`config.mk`:
```
export PLATFORM = sky130hd
export DESIGN_NAME = ctc_event_counter_interrupt_chain
export DESIGN_NICKNAME = d
export VERILOG_FILES = /design/src/ctc_pkg.sv /design/src/ctc_event_counter_interrupt_chain.sv /design/src/ctc_channel.sv
export VERILOG_INCLUDE_DIRS = /design/src /design/src/src
export SDC_FILE = /design/constraint.sdc
export NUM_CORES = 1
export LEC_CHECK = 0
export BUFFER_PORTS_ARGS = -buffer_cell sky130_fd_sc_hd__buf_2
export CELL_PAD_IN_SITES_DETAIL_PLACEMENT = 1
export CELL_PAD_IN_SITES_GLOBAL_PLACEMENT = 2
export CORE_ASPECT_RATIO = 0.7
export CORE_MARGIN = 2
export CORE_UTILIZATION = 30
export DETAILED_ROUTE_END_ITERATION = 16
export GPL_TIMING_DRIVEN = 0
export PLACE_DENSITY = 0.77
export SLEW_MARGIN = 0
export SYNTH_ARGS = -nofsm -noshare
export SYNTH_HDL_FRONTEND = slang
export SYNTH_SLANG_ARGS = --single-unit
```
`constraint.sdc`:
```
create_clock -name clock -period 2.6 [get_ports clock]
set_input_delay 0.39 -clock clock [delete_from_list [all_inputs] [get_ports clock]]
set_output_delay 0.39 -clock clock [all_outputs]
set_load 0.03 [all_outputs]
```
`src/assert_macros.svh`:
```
// assertion helpers shared by the block
`ifndef ASSERT_MACROS_SVH
`define ASSERT_MACROS_SVH

// clocked property, disabled while reset is high
`define CTC_ASSERT(label, clk, rst, prop) \
   label: assert property (@(posedge clk) disable iff (rst) prop) \
      else $error("ctc assertion failed");

// clocked property, checked during reset as well
`define CTC_ASSERT_ALWAYS(label, clk, prop) \
   label: assert property (@(posedge clk) prop) \
      else $error("ctc assertion failed");

`endif

```
`src/ctc_pkg.sv`:
```
package ctc_pkg;

   localparam int MAX_CHANNELS = 4;
   localparam int COUNT_WIDTH  = 9;

   localparam int          ENABLE_BIT    = 7;
   localparam int          AWAIT_BIT     = 2;
   localparam int          RESET_BIT     = 1;
   localparam int          CONTROL_BIT   = 0;
   localparam logic [7:0]  VECTOR_MASK   = 8'hF8;
   localparam logic [COUNT_WIDTH-1:0] FULL_COUNT = 9'd256;
   localparam logic [7:0]  DISABLED_READ = 8'hFF;
   localparam logic [1:0]  TICK_CHANNEL  = 2'd3;
   localparam logic [1:0]  DISK_CHANNEL0 = 2'd0;
   localparam logic [1:0]  DISK_CHANNEL1 = 2'd1;
   localparam logic [1:0]  VECTOR_CHANNEL = 2'd0;
   localparam logic        REG_BOARD_ENABLED = 1'b0;

   typedef enum logic [2:0] {
      OP_WRITE      = 3'd0,
      OP_READ       = 3'd1,
      OP_EVENT      = 3'd2,
      OP_POLL       = 3'd3,
      OP_RETURN     = 3'd4,
      OP_CLEAR_DISK = 3'd5
   } opcode_type;

   typedef struct packed {
      logic       clear_all;
      logic       write;
      logic       count_event;
      logic       clear_pending;
      logic       grant;
      logic       unserve;
      logic [7:0] data;
   } chan_cmd_type;

   typedef struct packed {
      logic       pending;
      logic       in_service;
      logic       awaiting;
      logic [7:0] count_low;
   } chan_status_type;

endpackage

```
`src/ctc_event_counter_interrupt_chain.sv`:
```
// event counter with a four-level vectored interrupt chain
// request channel (req_*): one operation per transfer, write, read count, event,
//   acknowledge poll (with an optional event on channel 3 first), return from
//   interrupt, or clear of pending interrupts on channels 0 and 1
// response channel (rsp_*): exactly one transfer per request, carrying the read
//   byte and, for a poll, the grant flag and vector
// a request taken at an edge shows its response from that edge on; throughput is
//   one request per cycle while the receiver keeps up, set by the single output
//   register, whose slot frees in the same cycle the receiver takes it
// when the receiver stalls the response holds and req_ready drops until the
//   response is taken
// csr port: register 0 at address 0 is board_enabled; a write that changes it
//   clears every channel and the vector base; while it is low writes, events
//   and polls do nothing and reads return 255
// reset clears all channel state, the board enable and the response slot
`include "assert_macros.svh"

module ctc_event_counter_interrupt_chain #(
   parameter int NUM_CHANNELS = ctc_pkg::MAX_CHANNELS
) (
   input  logic        clock,
   input  logic        reset,
   input  logic        req_valid,
   output logic        req_ready,
   input  logic [2:0]  req_opcode,
   input  logic [1:0]  req_channel,
   input  logic [7:0]  req_data,
   input  logic        req_cpu_int_enabled,
   input  logic        req_tick,
   output logic        rsp_valid,
   input  logic        rsp_ready,
   output logic [7:0]  rsp_read_data,
   output logic        rsp_int_valid,
   output logic [7:0]  rsp_int_vector,
   input  logic        csr_psel,
   input  logic        csr_penable,
   input  logic        csr_pwrite,
   input  logic [2:0]  csr_paddr,
   input  logic [31:0] csr_pwdata,
   output logic [31:0] csr_prdata,
   output logic        csr_pready
);
   import ctc_pkg::*;

   logic            board_enabled_ff;
   logic [7:0]      vector_base_ff, vector_base_in;
   logic            rsp_valid_ff;
   logic [7:0]      rsp_read_data_ff, rsp_read_data_in;
   logic            rsp_int_valid_ff, rsp_int_valid_in;
   logic [7:0]      rsp_int_vector_ff, rsp_int_vector_in;

   logic            accept, csr_write, clear_all, active;
   logic            poll_live, return_live;
   opcode_type      op;
   chan_cmd_type    chan_cmd [NUM_CHANNELS];
   chan_status_type chan_status [NUM_CHANNELS];
   logic [NUM_CHANNELS-1:0] grant, unserve;

   assign op        = opcode_type'(req_opcode);
   assign req_ready = !rsp_valid_ff || rsp_ready;
   assign accept    = req_valid && req_ready;
   assign csr_write = csr_psel && csr_penable && csr_pwrite && csr_pready &&
                      (csr_paddr[2] == REG_BOARD_ENABLED);
   assign clear_all = csr_write && (csr_pwdata[0] != board_enabled_ff);
   assign active    = accept && board_enabled_ff;

   assign csr_pready = 1'b1;
   assign csr_prdata = (csr_paddr[2] == REG_BOARD_ENABLED) ?
                       {31'd0, board_enabled_ff} : 32'd0;

   assign poll_live   = active && (op == OP_POLL) && req_cpu_int_enabled;
   assign return_live = accept && (op == OP_RETURN);

   // daisy chain: an in-service channel blocks itself and everything below; a pending one blocks everything below
   always_comb begin
      logic blocked;
      logic found;
      blocked           = 1'b0;
      found             = 1'b0;
      grant             = '0;
      unserve           = '0;
      rsp_int_valid_in  = 1'b0;
      rsp_int_vector_in = 8'd0;
      for (int i = 0; i < NUM_CHANNELS; i++) begin
         if (!blocked) begin
            if (chan_status[i].in_service) begin
               blocked = 1'b1;
            end else if (chan_status[i].pending) begin
               blocked = 1'b1;
               if (poll_live) begin
                  grant[i]          = 1'b1;
                  rsp_int_valid_in  = 1'b1;
                  rsp_int_vector_in = vector_base_ff + 8'(2 * i);
               end
            end
         end
         if (!found && chan_status[i].in_service) begin
            found = 1'b1;
            unserve[i] = return_live;
         end
      end
   end

   for (genvar g = 0; g < NUM_CHANNELS; g++) begin : g_chan
      always_comb begin
         chan_cmd[g].clear_all     = clear_all;
         chan_cmd[g].write         = active && (op == OP_WRITE) && (req_channel == 2'(g));
         chan_cmd[g].count_event   = active &&
            (((op == OP_EVENT) && (req_channel == 2'(g))) ||
             ((op == OP_POLL) && req_tick && (TICK_CHANNEL == 2'(g))));
         chan_cmd[g].clear_pending = active && (op == OP_CLEAR_DISK) &&
            ((DISK_CHANNEL0 == 2'(g)) || (DISK_CHANNEL1 == 2'(g)));
         chan_cmd[g].grant         = grant[g];
         chan_cmd[g].unserve       = unserve[g];
         chan_cmd[g].data          = req_data;
      end

      ctc_channel u_channel (
         .clock  (clock),
         .reset  (reset),
         .cmd    (chan_cmd[g]),
         .status (chan_status[g])
      );
   end

   // even byte on channel 0 with no constant awaited sets the vector base
   always_comb begin
      vector_base_in = vector_base_ff;
      if (active && (op == OP_WRITE) && (req_channel == VECTOR_CHANNEL) &&
          !chan_status[0].awaiting && !req_data[CONTROL_BIT]) begin
         vector_base_in = req_data & VECTOR_MASK;
      end
      if (clear_all) vector_base_in = 8'd0;
   end

   always_comb begin
      rsp_read_data_in = 8'd0;
      if (op == OP_READ) begin
         rsp_read_data_in = DISABLED_READ;
         if (board_enabled_ff) begin
            for (int i = 0; i < NUM_CHANNELS; i++) begin
               if (req_channel == 2'(i)) rsp_read_data_in = chan_status[i].count_low;
            end
         end
      end
   end

   always_ff @(posedge clock) begin
      if (reset) begin
         board_enabled_ff <= 1'b0;
         vector_base_ff   <= 8'd0;
         rsp_valid_ff     <= 1'b0;
      end else begin
         if (csr_write) board_enabled_ff <= csr_pwdata[0];
         vector_base_ff <= vector_base_in;
         if (accept) rsp_valid_ff <= 1'b1;
         else if (rsp_ready) rsp_valid_ff <= 1'b0;
      end
   end

   // response payload
   always_ff @(posedge clock) begin
      if (accept) begin
         rsp_read_data_ff  <= rsp_read_data_in;
         rsp_int_valid_ff  <= rsp_int_valid_in;
         rsp_int_vector_ff <= rsp_int_vector_in;
      end
   end

   assign rsp_valid      = rsp_valid_ff;
   assign rsp_read_data  = rsp_read_data_ff;
   assign rsp_int_valid  = rsp_int_valid_ff;
   assign rsp_int_vector = rsp_int_vector_ff;

   `CTC_ASSERT(a_accept_fills_slot, clock, reset, accept |=> rsp_valid_ff)
   `CTC_ASSERT(a_grant_only_on_poll, clock, reset,
      (accept && ((op != OP_POLL) || !req_cpu_int_enabled)) |=> !rsp_int_valid_ff)
   `CTC_ASSERT(a_disabled_read, clock, reset,
      (accept && (op == OP_READ) && !board_enabled_ff) |=>
         (rsp_read_data_ff == DISABLED_READ))
   `CTC_ASSERT_ALWAYS(a_grant_onehot, clock, $onehot0(grant))

endmodule

```
`src/ctc_channel.sv`:
```
module ctc_channel (
   input  logic                     clock,
   input  logic                     reset,
   input  ctc_pkg::chan_cmd_type    cmd,
   output ctc_pkg::chan_status_type status
);
   import ctc_pkg::*;

   logic                   enable_ff, enable_in, enable_mid;
   logic                   await_ff, await_in, await_mid;
   logic                   pending_ff, pending_in, pending_mid;
   logic                   service_ff, service_in, service_mid;
   logic [COUNT_WIDTH-1:0] reload_ff, reload_in, reload_mid;
   logic [COUNT_WIDTH-1:0] count_ff, count_in, count_mid;
   logic [COUNT_WIDTH-1:0] load_value;

   assign load_value = (cmd.data == 8'd0) ? FULL_COUNT : {1'b0, cmd.data};

   // port write, event and disk clear
   always_comb begin
      enable_mid  = enable_ff;
      await_mid   = await_ff;
      pending_mid = pending_ff;
      service_mid = service_ff;
      reload_mid  = reload_ff;
      count_mid   = count_ff;
      if (cmd.write) begin
         if (await_ff) begin
            reload_mid = load_value;
            count_mid  = load_value;
            await_mid  = 1'b0;
         end else if (cmd.data[CONTROL_BIT]) begin
            enable_mid = cmd.data[ENABLE_BIT];
            if (cmd.data[RESET_BIT]) begin
               pending_mid = 1'b0;
               service_mid = 1'b0;
               count_mid   = '0;
            end
            await_mid = cmd.data[AWAIT_BIT];
            if (!cmd.data[ENABLE_BIT]) pending_mid = 1'b0;
         end
      end
      if (cmd.count_event && enable_ff && !await_ff && count_ff != '0) begin
         if (count_ff == COUNT_WIDTH'(1)) begin
            count_mid   = reload_ff;
            pending_mid = 1'b1;
         end else begin
            count_mid = count_ff - COUNT_WIDTH'(1);
         end
      end
      if (cmd.clear_pending) pending_mid = 1'b0;
   end

   // acknowledge and return from interrupt act after the event
   always_comb begin
      enable_in  = enable_mid;
      await_in   = await_mid;
      pending_in = pending_mid;
      service_in = service_mid;
      reload_in  = reload_mid;
      count_in   = count_mid;
      if (cmd.grant) begin
         pending_in = 1'b0;
         service_in = 1'b1;
      end
      if (cmd.unserve) service_in = 1'b0;
      if (cmd.clear_all) begin
         enable_in  = 1'b0;
         await_in   = 1'b0;
         pending_in = 1'b0;
         service_in = 1'b0;
         reload_in  = '0;
         count_in   = '0;
      end
   end

   always_ff @(posedge clock) begin
      if (reset) begin
         enable_ff  <= 1'b0;
         await_ff   <= 1'b0;
         pending_ff <= 1'b0;
         service_ff <= 1'b0;
         reload_ff  <= '0;
         count_ff   <= '0;
      end else begin
         enable_ff  <= enable_in;
         await_ff   <= await_in;
         pending_ff <= pending_in;
         service_ff <= service_in;
         reload_ff  <= reload_in;
         count_ff   <= count_in;
      end
   end

   assign status.pending    = pending_mid;
   assign status.in_service = service_ff;
   assign status.awaiting   = await_ff;
   assign status.count_low  = count_ff[7:0];

endmodule

```
# == Word-level counts from Yosys, hierarchy flattened ==
# Index checks and enable logic that the tools add are counted.
# classes
n_mux,130
addsub,7
n_eq_ne,17
n_reduce_logical,109
bitwise_logic,5
# ops
op,n
$mux W9,19
$mux W8,20
$mux W1,91
$logic_and A1 B1 Y1,41
$eq A9 B1 Y1 const B,4
$reduce_bool A9 Y1,4
$sub A9 B1 Y9 const B,4
$reduce_bool A2 Y1,17
$reduce_and A3 Y1,8
$reduce_bool A3 Y1,8
$reduce_or A3 Y1,8
$add A8 B3 Y8 const B,2
$reduce_and A4 Y1,4
$logic_not A1 Y1,9
$add A8 B2 Y8 const B,1
$logic_not A8 Y1,1
$ne A2 B2 Y1 const B,4
$reduce_and A2 Y1,4
$eq A3 B2 Y1 const B,2
$eq A3 B3 Y1 const B,2
$not A1 Y1,5
$eq A2 B2 Y1 const B,2
$eq A3 B1 Y1 const B,1
$logic_not A3 Y1,1
5 further kinds,6
# totals
in_bits,57
wordCells,298
out_inout_bits,52
register_bits,112

# == Depth between registers and ports, before layout ==
# Gate-level depths: netlist (run 1).
# depth
ltp_word,24
mapped_depth,10
ltp_nobuf,9

# == Cells and area by module ==
# A second synthesis (run 1) with hierarchy kept.
# hier_totals
hier_cells,930
area_unflattened_um2,7759.9
# by_module_without_submodules
module,seq_area_each_um2,instances,cells_each,area_each_um2
ctc_channel (g_chan[0].u_channel ...),440.4,2,185,1521.5
ctc_channel (g_chan[2].u_channel ...),440.4,2,185,1481.4
ctc_event_counter_interrupt_chain,620.6,1,190,1754.2

# == Worst setup path after synthesis (run 1) ==
# No wires, ideal clock.
# synth_timing
kind,register -> register
start,register rsp_valid_ff (netlist: rsp_valid)
end,register g_chan[1].u_channel.count_ff[8]
setup_slack_ns,-0.115
period_less_slack_ns,2.715
t_required_ns,2.477
n_path_buf,3
arrival_ns,2.592
stages_incl_launch_ff,11
setup_ns,0.123
path_cell_list,dfxtp_1 nand2b_1 buf_2 and2_1 and3_1 clkbuf_1 nand3b_1 o21ba_2 clkbuf_1 a221oi_1 nor2_1
# synth_between
elab_chain_cells,10
elab_cells_between_ends,15
classes_between,mux (1); reduce/logical (14)
# synth_lines
element,line_no,text
start: declaration,ctc_event_counter_interrupt_chain.sv:47,logic rsp_valid_ff;
start signal: assignment,ctc_event_counter_interrupt_chain.sv:152,rsp_valid_ff <= 1'b0;
start signal: assignment,ctc_event_counter_interrupt_chain.sv:156,if (accept) rsp_valid_ff <= 1'b1;
start signal: assignment,ctc_event_counter_interrupt_chain.sv:157,else if (rsp_ready) rsp_valid_ff <= 1'b0;
$logic_not A1 Y1 *,ctc_event_counter_interrupt_chain.sv:60,assign req_ready = !rsp_valid_ff || rsp_ready;
$logic_or A1 B1 Y1 *,ctc_event_counter_interrupt_chain.sv:60,
via req_ready,ctc_event_counter_interrupt_chain.sv:24,"output logic req_ready,"
$logic_and A1 B1 Y1 *,ctc_event_counter_interrupt_chain.sv:61,assign accept = req_valid && req_ready;
via accept,ctc_event_counter_interrupt_chain.sv:52,"logic accept, csr_write, clear_all, active;"
$logic_and A1 B1 Y1 *,ctc_event_counter_interrupt_chain.sv:65,assign active = accept && board_enabled_ff;
$logic_and A1 B1 Y1,ctc_event_counter_interrupt_chain.sv:108,chan_cmd[g].count_event = active &&
$logic_and A1 B1 Y1 (3 in a row),ctc_channel.sv:43,if (cmd.count_event && enable_ff && !await_ff && count_ff != '0) begin
$reduce_bool A3 Y1 (no line) / $reduce_bool A2 Y1 (equally long branches),--,
$reduce_and A3 Y1 (no line),--,
end signal: assignment,ctc_channel.sv:91,count_ff <= count_in;
end: declaration,ctc_channel.sv:14,"logic [COUNT_WIDTH-1:0] count_ff, count_in, count_mid;"
# Mark *: on every way through the listed nets, which the timed path passes. The rest lies on a longest branch.
# A chain may end at the register's enable or synchronous reset.

# == Worst setup path after layout (run 1) ==
# layout_timing
start,register g_chan[2].u_channel.count_ff[1]
end,"register rsp_int_vector_ff[3] (netlist: rsp_int_vector[3]), data pin"
# layout_between
elab_chain_cells,10
elab_cells_between_ends,15
classes_between,eq/ne (1); mux (12); reduce/logical (2)
# layout_lines
element,line_no,text
start: declaration,ctc_channel.sv:14,
start signal: assignment,ctc_channel.sv:91,
$eq A9 B1 Y1 / $reduce_bool A9 Y1 (equally long branches),"ctc_channel.sv:44, ctc_channel.sv:43",
$mux W1 / $logic_and A1 B1 Y1 (equally long branches),"ctc_channel.sv:44, ctc_channel.sv:43",
$mux W1 *,ctc_channel.sv:43,
$mux W8,ctc_event_counter_interrupt_chain.sv:88,end else if (chan_status[i].pending) begin
$mux W8,ctc_event_counter_interrupt_chain.sv:86,if (chan_status[i].in_service) begin
$mux W8,ctc_event_counter_interrupt_chain.sv:85,if (!blocked) begin
$mux W8,ctc_event_counter_interrupt_chain.sv:90,if (poll_live) begin
$mux W8,ctc_event_counter_interrupt_chain.sv:88,
$mux W8,ctc_event_counter_interrupt_chain.sv:86,
$mux W8 *,ctc_event_counter_interrupt_chain.sv:85,
via rsp_int_vector_in[3],ctc_event_counter_interrupt_chain.sv:50,"logic [7:0] rsp_int_vector_ff, rsp_int_vector_in;"
end signal: assignment,ctc_event_counter_interrupt_chain.sv:166,rsp_int_vector_ff <= rsp_int_vector_in;
end: declaration,ctc_event_counter_interrupt_chain.sv:50,
# Marks and branches as above.

==> flow_metrics.tcl, run 1 <==
set metrics [dict create \
    status "completed" \
    rsz0062_at_grt "yes" \
    synth-seq-area-share 0.386 \
    dr_wl_met3_um 1640 \
    synthMuxAreaShare 0.0667 \
    synthSimpleGateAreaFrac 0.210 \
    clkTransAtPathRegs_ns 0.08 \
    mostFrequentLayoutCells "nor2_1, dfxtp_1, a21oi_1" \
    slew_viol_final 0 \
    async_flop_share 0 \
    postRouteWirelength_um 22000 \
    port_buffers 35 \
    worst_hold_startpoint "reset" \
    synth_top_cell_area_share 0.308 \
    cp_data_required_time_ns 2.82 \
    worst_slew_pin_slew_ns 0.989 \
    synth_cell_types 69 \
    r2r_start "g_chan[2].u_channel.count_ff[1]" \
    path_max_fanout 6 \
    crit_start "g_chan[2].u_channel.count_ff[1]" \
    hpwlAfterDp_um 15900 \
    grt-ovfl-total 0 \
    synthAdderAreaFrac 0.0183 \
    die_area_um2 21700 \
    synth-edff-count 16 \
    core-area_um2 20000 \
    ys_warn_count 0 \
    pin_count 109 \
    end_kind "flip-flop" \
    wl_per_cell_um 20.1 \
    numCtsBuffers 9 \
    syn-instance-count 736 \
    htree_levels 3 \
    track_usage 0.208 \
    pre_cts_ws_ns -0.563 \
    chipHeight_um 124 \
    final_common_cell "nor2_1" \
    fin_ws_ns 0.0335 \
    syn_to_final_growth_pct 19.5 \
    drt_iter0_drc 595 \
    met1_length_um 11700 \
    finClkSkew_ns 0.0111 \
    synth_xor_area_frac 0.0256 \
    fmax_mhz 390 \
    p_per_area_nw_per_um2 496 \
    period_needed_ns 2.57 \
    grt_pass1_vias 5616 \
    antenna_found_initial 0 \
    drive_gt1_frac 0.188 \
    initial_core_util 0.309 \
    synth_seq_cells 111 \
    final.period_utilization 0.987 \
    ctsRootBufferMaster "clkbuf_16" \
    ant_nets 0 \
    finalSetupViolCount 0 \
    diodes 0 \
    first_pass_iters 5 \
    cts_tree "done" \
    post-synth-top-area-cell "dfxtp_1" \
    clock_latency_ns 0.37 \
    synth_top_family_by_area "simple AND/OR/NAND/NOR gates" \
    top_layer "met4" \
    cp.arrival_ns 2.78 \
    peakVddDrop_v 0.000249 \
    synth_compound_area_frac 0.208 \
    hold_path_class "input pin to flip-flop" \
    syn_area_um2 6170 \
    num_rows 43 \
    wl_met2_um 8460 \
    grt_pass1_wl_um 34100 \
    slew-limit-headroom 0.340 \
    grt_max_degree 20 \
    num_vias 5846 \
    critPathKind "flip-flop to flip-flop" \
    utilization 0.369 \
    nets 886 \
    drc 0 \
    cap_violations 0 \
    p_leak_uw 0.00289 \
    hold_viol 0 \
    place.gp.congestion 0.880 \
    clock_sinks 111 \
    synth_ff_type "dfxtp_1" \
    via_per_inst 5.34 \
    synth.avg_cell_area_um2 8.38 \
    die_w_um 175 \
    clockBufferDepth 2 \
    ys_top_cells_by_area "dfxtp_1, edfxtp_1, nor2_1" \
    crit_path_start_kind "flip-flop" \
]
metal layers:
| metal | track usage | up-vias |
|---|---|---|
| met5 | 0 | - |
| met4 | 0.0380 | 0 |
| met3 | 0.0443 | 13 |
| met2 | 0.282 | 203 |
| met1 | 0.331 | 2859 |
| li1 | - | 2771 |
layout make-up:
type | count | area (µm²)
buffer | 83 | 467
clock buffer | 9 | 225
clock inverter | 7 | 103
fill | 2367 | 12600
inverter | 19 | 71.3
multi-input combinational | 553 | 3540
sequential | 111 | 2390
tap | 270 | 338
timing repair buffer | 43 | 235
worst max-delay path, cell delays in order (launching register included):
cell	delay, ns
dfxtp_4	0.37
inv_2	0.07
ha_1	0.13
or4b_4	0.48
or3_1	0.34
buf_6	0.15
o31ai_4	0.30
o211ai_1	0.13
a21o_2	0.30
a21boi_1	0.16
through the flow:
stage | cell area (µm²) | TNS (ns) | std cells | total power (µW) | hold WS (ns)
after global placement | 6800 | -12.15 | 1072 | 2120 | 0.447
after floorplan | 6290 | 0 | 767 | 2020 | 0.433
after detailed placement | 6800 | -12.73 | 1072 | 2120 | 0.451
final | 7370 | 0 | 1095 | 3650 | 0.220
after global routing | 7370 | -0.0564 | 1095 | 3770 | 0.226
after CTS | 7240 | 0 | 1091 | 3680 | 0.212
power by group:
| part | switching, µW | internal [µW] | leakage [µW] |
|---|---|---|---|
| clock | 709 | 856 | 0.000157 |
| sequential | 4.04 | 1750 | 0.000927 |
| combinational | 246 | 84.9 | 0.00180 |
| total | 959 | 2690 | 0.00289 |
Yosys cell counts, types with 4 or more instances:
cell type / instances
nor3b_1: 4
nor3_1: 12
buf_4: 33
o31ai_1: 7
o211ai_1: 8
nor4_1: 5
a211oi_1: 37
a221oi_1: 5
edfxtp_1: 16
dfxtp_1: 95
mux2i_1: 22
nand4_1: 7
a21boi_1: 5
ha_1: 9
nand2_1: 48
mux4_2: 8
a31oi_1: 4
nor2_1: 111
o21ai_0: 18
or3_1: 5
xnor2_1: 15
a21oi_1: 70
a22oi_1: 11
buf_2: 9
inv_1: 19
or4_1: 5
and3_1: 4
a311oi_1: 5
clkbuf_1: 39
nand3_1: 37
registers in the layout (all words and copies together), names as in the netlist:
signal / flops
rsp_int_vector: 7
rsp_int_valid: 1
g_chan.u_channel.await_ff: 4
g_chan.u_channel.count_ff: 36
g_chan.u_channel.pending_ff: 4
board_enabled_ff: 1
rsp_valid: 1
g_chan.u_channel.service_ff: 4
g_chan.u_channel.enable_ff: 4
vector_base_ff: 5
rsp_read_data: 8
g_chan.u_channel.reload_ff: 36
worst paths after layout:
| kind | endpoint | slack (ns) | cells after the start |
|---|---|---|---|
| worst max register to register | rsp_int_vector[3] | 0.03 | 9 |
| worst min-delay path | rsp_valid | 0.22 | 2 |
| worst max-delay path | rsp_int_vector[3] | 0.03 | 9 |
| worst min register to register | g_chan[1].u_channel.reload_ff[1] | 0.46 | 2 |
what timing repair did:
action / 4_1_cts / 5_1_grt
gates resized for setup: 21 / 31
pin swaps: 6 / 4
setup endpoints to repair: 39 / 40
hold buffers: 0 / 0
setup buffers: 4 / 4
gates cloned: 0 / 0
kinds of logic (layout without fill, tap and decap cells):
group	after synthesis	after routing
mux	31	31
buf+inv	103	161
other cells	2	33
simple gates	268	268
fa+ha+maj	9	9
compound gates	194	194
xor+xnor	18	18
flops	111	111
No activity file was read; power rests on OpenSTA's default activity.
==> run 2: changes to the inputs <==
--- a/config.mk
+++ b/config.mk
@@ -6,15 +6,16 @@
 export SDC_FILE = /design/constraint.sdc
 export NUM_CORES = 1
 export LEC_CHECK = 0
+export ABC_AREA = 1
 export BUFFER_PORTS_ARGS = -buffer_cell sky130_fd_sc_hd__buf_2
 export CELL_PAD_IN_SITES_DETAIL_PLACEMENT = 1
 export CELL_PAD_IN_SITES_GLOBAL_PLACEMENT = 2
 export CORE_ASPECT_RATIO = 0.7
 export CORE_MARGIN = 2
-export CORE_UTILIZATION = 30
+export CORE_UTILIZATION = 29
 export DETAILED_ROUTE_END_ITERATION = 16
 export GPL_TIMING_DRIVEN = 0
-export PLACE_DENSITY = 0.77
+export PLACE_DENSITY = 0.78
 export SLEW_MARGIN = 0
 export SYNTH_ARGS = -nofsm -noshare
 export SYNTH_HDL_FRONTEND = slang
==> run 2 against run 1 <==
Sequential share of layout area grew 0.39 points. Fmax rose by 5.7%. Critical path type unchanged. Clock-buffer cell count unchanged. Combinational power grew 7.3%.
==> flow_metrics.tcl, run 2 <==
set metrics [dict create \
    status "completed" \
    num_vias 6097 \
    pin_count 109 \
    cp_data_required_time_ns 2.90 \
    critPathKind "flip-flop to flip-flop" \
    fmax_mhz 412 \
    setup_tns_ns 0 \
    crit_path_start_kind "flip-flop" \
    drt_iter0_drc 440 \
    synth-edff-count 16 \
    grt-ovfl-total 0 \
    syn_to_final_growth_pct 15.3 \
    wl_per_cell_um 19.0 \
    via_per_inst 4.99 \
    diodes 0 \
    ys_top_cells_by_area "dfxtp_1, nand2_1, o21ai_0" \
    p_leak_uw 0.00294 \
    die_area_um2 22900 \
    num_rows 45 \
    ys_warn_count 0 \
    grt_max_degree 20 \
    period_needed_ns 2.43 \
    grt_util_met3 0.0345 \
    synth_seq_cells 111 \
    place.gp.congestion 0.856 \
    die_w_um 180 \
    ant_nets 0 \
    synth.avg_cell_area_um2 7.36 \
    ctsRootBufferMaster "clkbuf_16" \
    async_flop_share 0 \
    hold_path_class "input pin to flip-flop" \
    syn-instance-count 854 \
    postRouteWirelength_um 23200 \
    clock_latency_ns 0.37 \
    numCtsBuffers 9 \
    holdBufCountCts 0 \
    synth_cell_types 50 \
    path_max_fanout 10 \
    busiest_layer "met1" \
    synth_most_common_cell "nand2_1" \
    mostFrequentLayoutCells "nand2_1, o21ai_0, dfxtp_1" \
    first_pass_iters 4 \
    utilization 0.338 \
    synth_ff_type "dfxtp_1" \
    grt_pass1_wl_um 35600 \
    rrSetupSlack_ns 0.17 \
    track_usage 0.204 \
    final_common_cell "nand2_1" \
    hold_ws_ns 0.233 \
    cap_violations 0 \
    initial_core_util 0.293 \
    core-area_um2 21500 \
    end_kind "flip-flop" \
    peakVddDrop_v 0.000287 \
    worst_slew_pin_slew_ns 0.897 \
    cts_tree "done" \
    hpwlAfterDp_um 17700 \
    cp.arrival_ns 2.72 \
    met2_usage 0.287 \
    chipHeight_um 127 \
    finalSetupViolCount 0 \
    clock_sinks 111 \
    clockBufferDepth 2 \
    total_power_uw 3520 \
    syn_area_um2 6290 \
    use_met1 0.321 \
    synth-seq-area-share 0.379 \
    rsz0062_at_grt "no" \
    synth_common_cells "nand2_1, o21ai_0, dfxtp_1" \
    htree_levels 3 \
    hold_viol 0 \
    antenna_found_initial 1 \
    finClkSkew_ns 0.00846 \
    nets 1002 \
    slew-limit-headroom 0.402 \
    port_buffers 40 \
    drc 0 \
    slew_viol_final 0 \
    grt_pass1_vias 5795 \
    p_per_area_nw_per_um2 485 \
    fill_cells 2726 \
    final.period_utilization 0.934 \
    synth_top_cell_area_share 0.302 \
    post-synth-top-area-cell "dfxtp_1" \
    drive_gt1_frac 0.168 \
    clkTransAtPathRegs_ns 0.08 \
    cts_setup_buffers 0 \
]
[run 2: cell types whose count changed in the layout (fill, tap and decap cells not counted), sizes merged, moves of 8 or more]
cell     delta
a211oi     -33
inv        +87
mux2i      -22
nand2     +100
clkbuf     -22
nor2       -30
o21ai      +89
nand3       +9
xnor2      -12
mux4        -8
a2bb2oi    +10
a31oi      +21
o221ai     +11
[run 2: final cells by class]
class	instances	area, µm²	share of cell area
clock buffer	9	225	0.0311
multi-input combinational	607	3260	0.449
buffer	59	363	0.0500
inverter	108	414	0.0571
clock inverter	7	55.1	0.00759
tap	282	353	0.0487
timing repair buffer	40	200	0.0276
sequential	111	2380	0.329
[run 2: repair_timing]
action / 4_1_cts / 5_1_grt
setup endpoints to repair: 0 / 14
hold endpoints to repair: 0 / 0
resized for setup: 0 / 5
[run 2: critical path, stage by stage, from the launching register on]
cell	delay, ns
dfxtp_1	0.35
buf_2	0.20
inv_1	0.14
nand2_1	0.08
a31oi_2	0.56
clkbuf_1	0.65
o21ai_0	0.21
a21oi_1	0.17
[run 2: per-layer routing]
metal / routed length (µm) / up-vias
met2: 9490 / 118
met1: 12500 / 2953
met3: 1010 / 19
met4: 221 / 0
li1: - / 3007
met5: 0 / -
[run 2: where the power goes]
part           internal (µW)  total (µW)  switching [µW]
clock network            664        1400             740
logic                   82.4         355             273
registers               1750        1760            4.31
[run 2: kinds of logic after synthesis]
group | synth area share
buffers and inverters | 0.123
AOI/OAI and AO/OA | 0.232
xor gates and xnor gates | 0.00975
DFF | 0.379
other | 0.00119
and+or+nand+nor | 0.237
adders and majority gates | 0.0179
[run 2: worst paths after layout]
| path | startpoint | endpoint | depth (start not counted) |
|---|---|---|---|
| setup / recovery | board_enabled_ff | g_chan[0].u_channel.count_ff[0] | 7 |
| hold / removal | reset | rsp_valid | 2 |
| setup reg to reg | board_enabled_ff | g_chan[0].u_channel.count_ff[0] | 7 |
| hold reg to reg | g_chan[2].u_channel.reload_ff[8] | g_chan[2].u_channel.reload_ff[8] | 2 |
[run 2: per-stage QoR]
stage,cells,setup WS [ns],cell area (µm²)
floorplan,885,0.397,6400
global placement,1207,-0.0851,6960
detailed placement,1207,-0.0721,6960
CTS,1223,0.0828,7240
global route,1223,0.00557,7250
finish,1223,0.172,7250
==> run 3: changes to the inputs <==
--- a/config.mk
+++ b/config.mk
@@ -7,7 +7,8 @@
 export NUM_CORES = 1
 export LEC_CHECK = 0
 export ABC_AREA = 1
-export BUFFER_PORTS_ARGS = -buffer_cell sky130_fd_sc_hd__buf_2
+export BUFFER_PORTS_ARGS = -buffer_cell sky130_fd_sc_hd__buf_4
+export CAP_MARGIN = 20
 export CELL_PAD_IN_SITES_DETAIL_PLACEMENT = 1
 export CELL_PAD_IN_SITES_GLOBAL_PLACEMENT = 2
 export CORE_ASPECT_RATIO = 0.7
@@ -16,6 +17,7 @@
 export DETAILED_ROUTE_END_ITERATION = 16
 export GPL_TIMING_DRIVEN = 0
 export PLACE_DENSITY = 0.78
+export RECOVER_POWER = 25
 export SLEW_MARGIN = 0
 export SYNTH_ARGS = -nofsm -noshare
 export SYNTH_HDL_FRONTEND = slang
==> run 3 against run 2 <==
Via count increased by 0.11%. Clock skew about the same. Critical path type unchanged. Total power increased by 8.1%. Wire length increased by 0.23%.
==> flow_metrics.tcl, run 3 (same netlist as run 2, synthesis figures left out) <==
set metrics [dict create \
    cts_setup_buffers 0 \
    worst_hold_startpoint "reset" \
    cts_tree "done" \
    final.period_utilization 0.919 \
    port_buffers 40 \
    initial_core_util 0.293 \
    status "completed" \
    clock_latency_ns 0.38 \
    cp_top_family "buffers and inverters" \
    comb_power_share 0.094 \
    syn_to_final_growth_pct 16.9 \
    p_seq_frac 0.462 \
    num_rows 45 \
    die_area_um2 22900 \
    end_kind "flip-flop" \
    cpMostUsedCell "inv_1" \
    r2r_cells 7 \
    chipHeight_um 127 \
    via_per_inst 4.99 \
    wl_per_cell_um 19.0 \
    drt_iter0_drc 519 \
    cp.arrival_ns 2.69 \
    postRouteWirelength_um 23200 \
    path_max_fanout 10 \
    switching_share 0.264 \
    finalSetupViolCount 0 \
    wl_met2_um 9610 \
    p_int_uw 2800 \
    numCtsBuffers 9 \
    total_power_uw 3800 \
    pin_count 109 \
    die_w_um 180 \
    nets 1002 \
    cp_data_required_time_ns 2.90 \
    core-area_um2 21500 \
    rrSetupSlack_ns 0.21 \
    finClkSkew_ns 0.00836 \
    min_to "rsp_valid" \
    met1_length_um 12400 \
    place.gp.congestion 0.861 \
    clockBufferDepth 2 \
    hpwlAfterDp_um 17800 \
    path_buf_inv 4 \
    r2r_start "board_enabled_ff" \
    p_per_area_nw_per_um2 517 \
    mostFrequentLayoutCells "nand2_1, o21ai_0, dfxtp_1" \
    critPathKind "flip-flop to flip-flop" \
    hold_path_class "input pin to flip-flop" \
    grt_max_degree 20 \
    cpPeakStageDelay_ns 0.61 \
    min_delay_path_depth 2 \
    placed_area_um2 7060 \
    num_vias 6104 \
    power.switching_uw 1010 \
    diodes 0 \
    path_cells "buf_2 > inv_1 > nand2_1 > a31oi_2 > inv_1 > clkbuf_1 > a31oi_1" \
    grt_pass1_vias 5851 \
    cap_violations 0 \
    first_pass_iters 5 \
    grt-ovfl-total 0 \
    ctsRootBufferMaster "clkbuf_16" \
    fill_cells 2669 \
    drive_gt1_frac 0.150 \
    utilization 0.343 \
    clock_sinks 111 \
    crit_path_start_kind "flip-flop" \
    slew_viol_final 0 \
    peakVddDrop_v 0.000273 \
    rsz0062_at_grt "no" \
    p_leak_uw 0.00294 \
    grt_pass1_wl_um 35500 \
    dr_wl_met3_um 1010 \
    antenna_found_initial 1 \
    final_common_cell "nand2_1" \
    track_usage 0.204 \
    htree_levels 3 \
    ant_nets 0 \
    hold_viol 0 \
    drc 0 \
    period_needed_ns 2.39 \
    rr_endpoint "g_chan[1].u_channel.count_ff[1]" \
    top_layer "met4" \
    slew-limit-headroom 0.396 \
    crit_start "board_enabled_ff" \
    slowest_stage "a31oi_2" \
    clkTransAtPathRegs_ns 0.08 \
    pwr-share-clk 0.443 \
    final_area_um2 7350 \
    fmax_mhz 418 \
    worst_slew_pin_slew_ns 0.907 \
]
==> run 3: cell count changes in the layout (fill, tap and decap cells not counted), sizes merged <==
cell      change
clkinvlp      -1
bufinv        +3
clkbuf       +19
clkinv        -2
buf          -19
==> run 3: worst max-delay path by stage <==
stage                                           end  slack, ns  cells past startpoint
global route        g_chan[1].u_channel.count_ff[1]       0.02                      7
finish              g_chan[1].u_channel.count_ff[1]       0.21                      7
global placement                  rsp_int_vector[6]      -0.09                     15
floorplan                         rsp_int_vector[3]       0.40                      9
detailed placement                rsp_int_vector[7]      -0.12                     15
CTS                               vector_base_ff[6]        0.1                      7
==> run 3: timing repair <==
| action | CTS | global route |
|---|---|---|
| hold buffers | 0 | 0 |
| gates resized for setup | 0 | 10 |
| setup endpoints to repair | 0 | 22 |
| endpoints found under the hold margin | 0 | 0 |
==> run 3: power by group through the flow <==
| stage | Sequential, µW | Combinational, µW | Clock (µW) |
|---|---|---|---|
| after global routing | 1760 | 381 | 1780 |
| after floorplan | 1830 | 195 | 0 |
| after CTS | 1760 | 369 | 1730 |
| after global placement | 1800 | 367 | 0 |
| final | 1760 | 359 | 1690 |
| after detailed placement | 1800 | 368 | 0 |
==> run 3: layer usage <==
| metal | GRT usage | vias to the layer above |
|---|---|---|
| li1 | - | 3016 |
| met1 | 0.318 | 2949 |
| met2 | 0.293 | 124 |
| met3 | 0.0331 | 15 |
| met4 | 0.0411 | 0 |
| met5 | 0 | - |
==> run 3: worst register-to-register path, cell delays in order (launching register included) <==
cell	delay, ns
dfxtp_1	0.35
buf_2	0.20
inv_1	0.15
nand2_1	0.08
a31oi_2	0.61
inv_1	0.27
clkbuf_1	0.41
a31oi_1	0.25
==> run 3: final cells by class <==
class / instances / area (µm²) / area share
buffer: 59 / 365 / 0.0497
tap: 282 / 353 / 0.0480
timing repair buffer: 40 / 229 / 0.0311
clock buffer: 9 / 225 / 0.0306
inverter: 108 / 414 / 0.0563
multi-input combinational: 607 / 3260 / 0.443
clock inverter: 7 / 126 / 0.0172
sequential: 111 / 2380 / 0.324
==> run 3: per-stage QoR <==
stage / instances / TNS (ns) / setup slack (ns) / hold slack [ns]
after floorplan: 885 / 0 / 0.397 / 0.425
after global placement: 1207 / -0.529 / -0.0906 / 0.440
after detailed placement: 1207 / -0.661 / -0.117 / 0.455
after CTS: 1223 / 0 / 0.0993 / 0.181
after global routing: 1223 / 0 / 0.0222 / 0.198
final: 1223 / 0 / 0.210 / 0.192
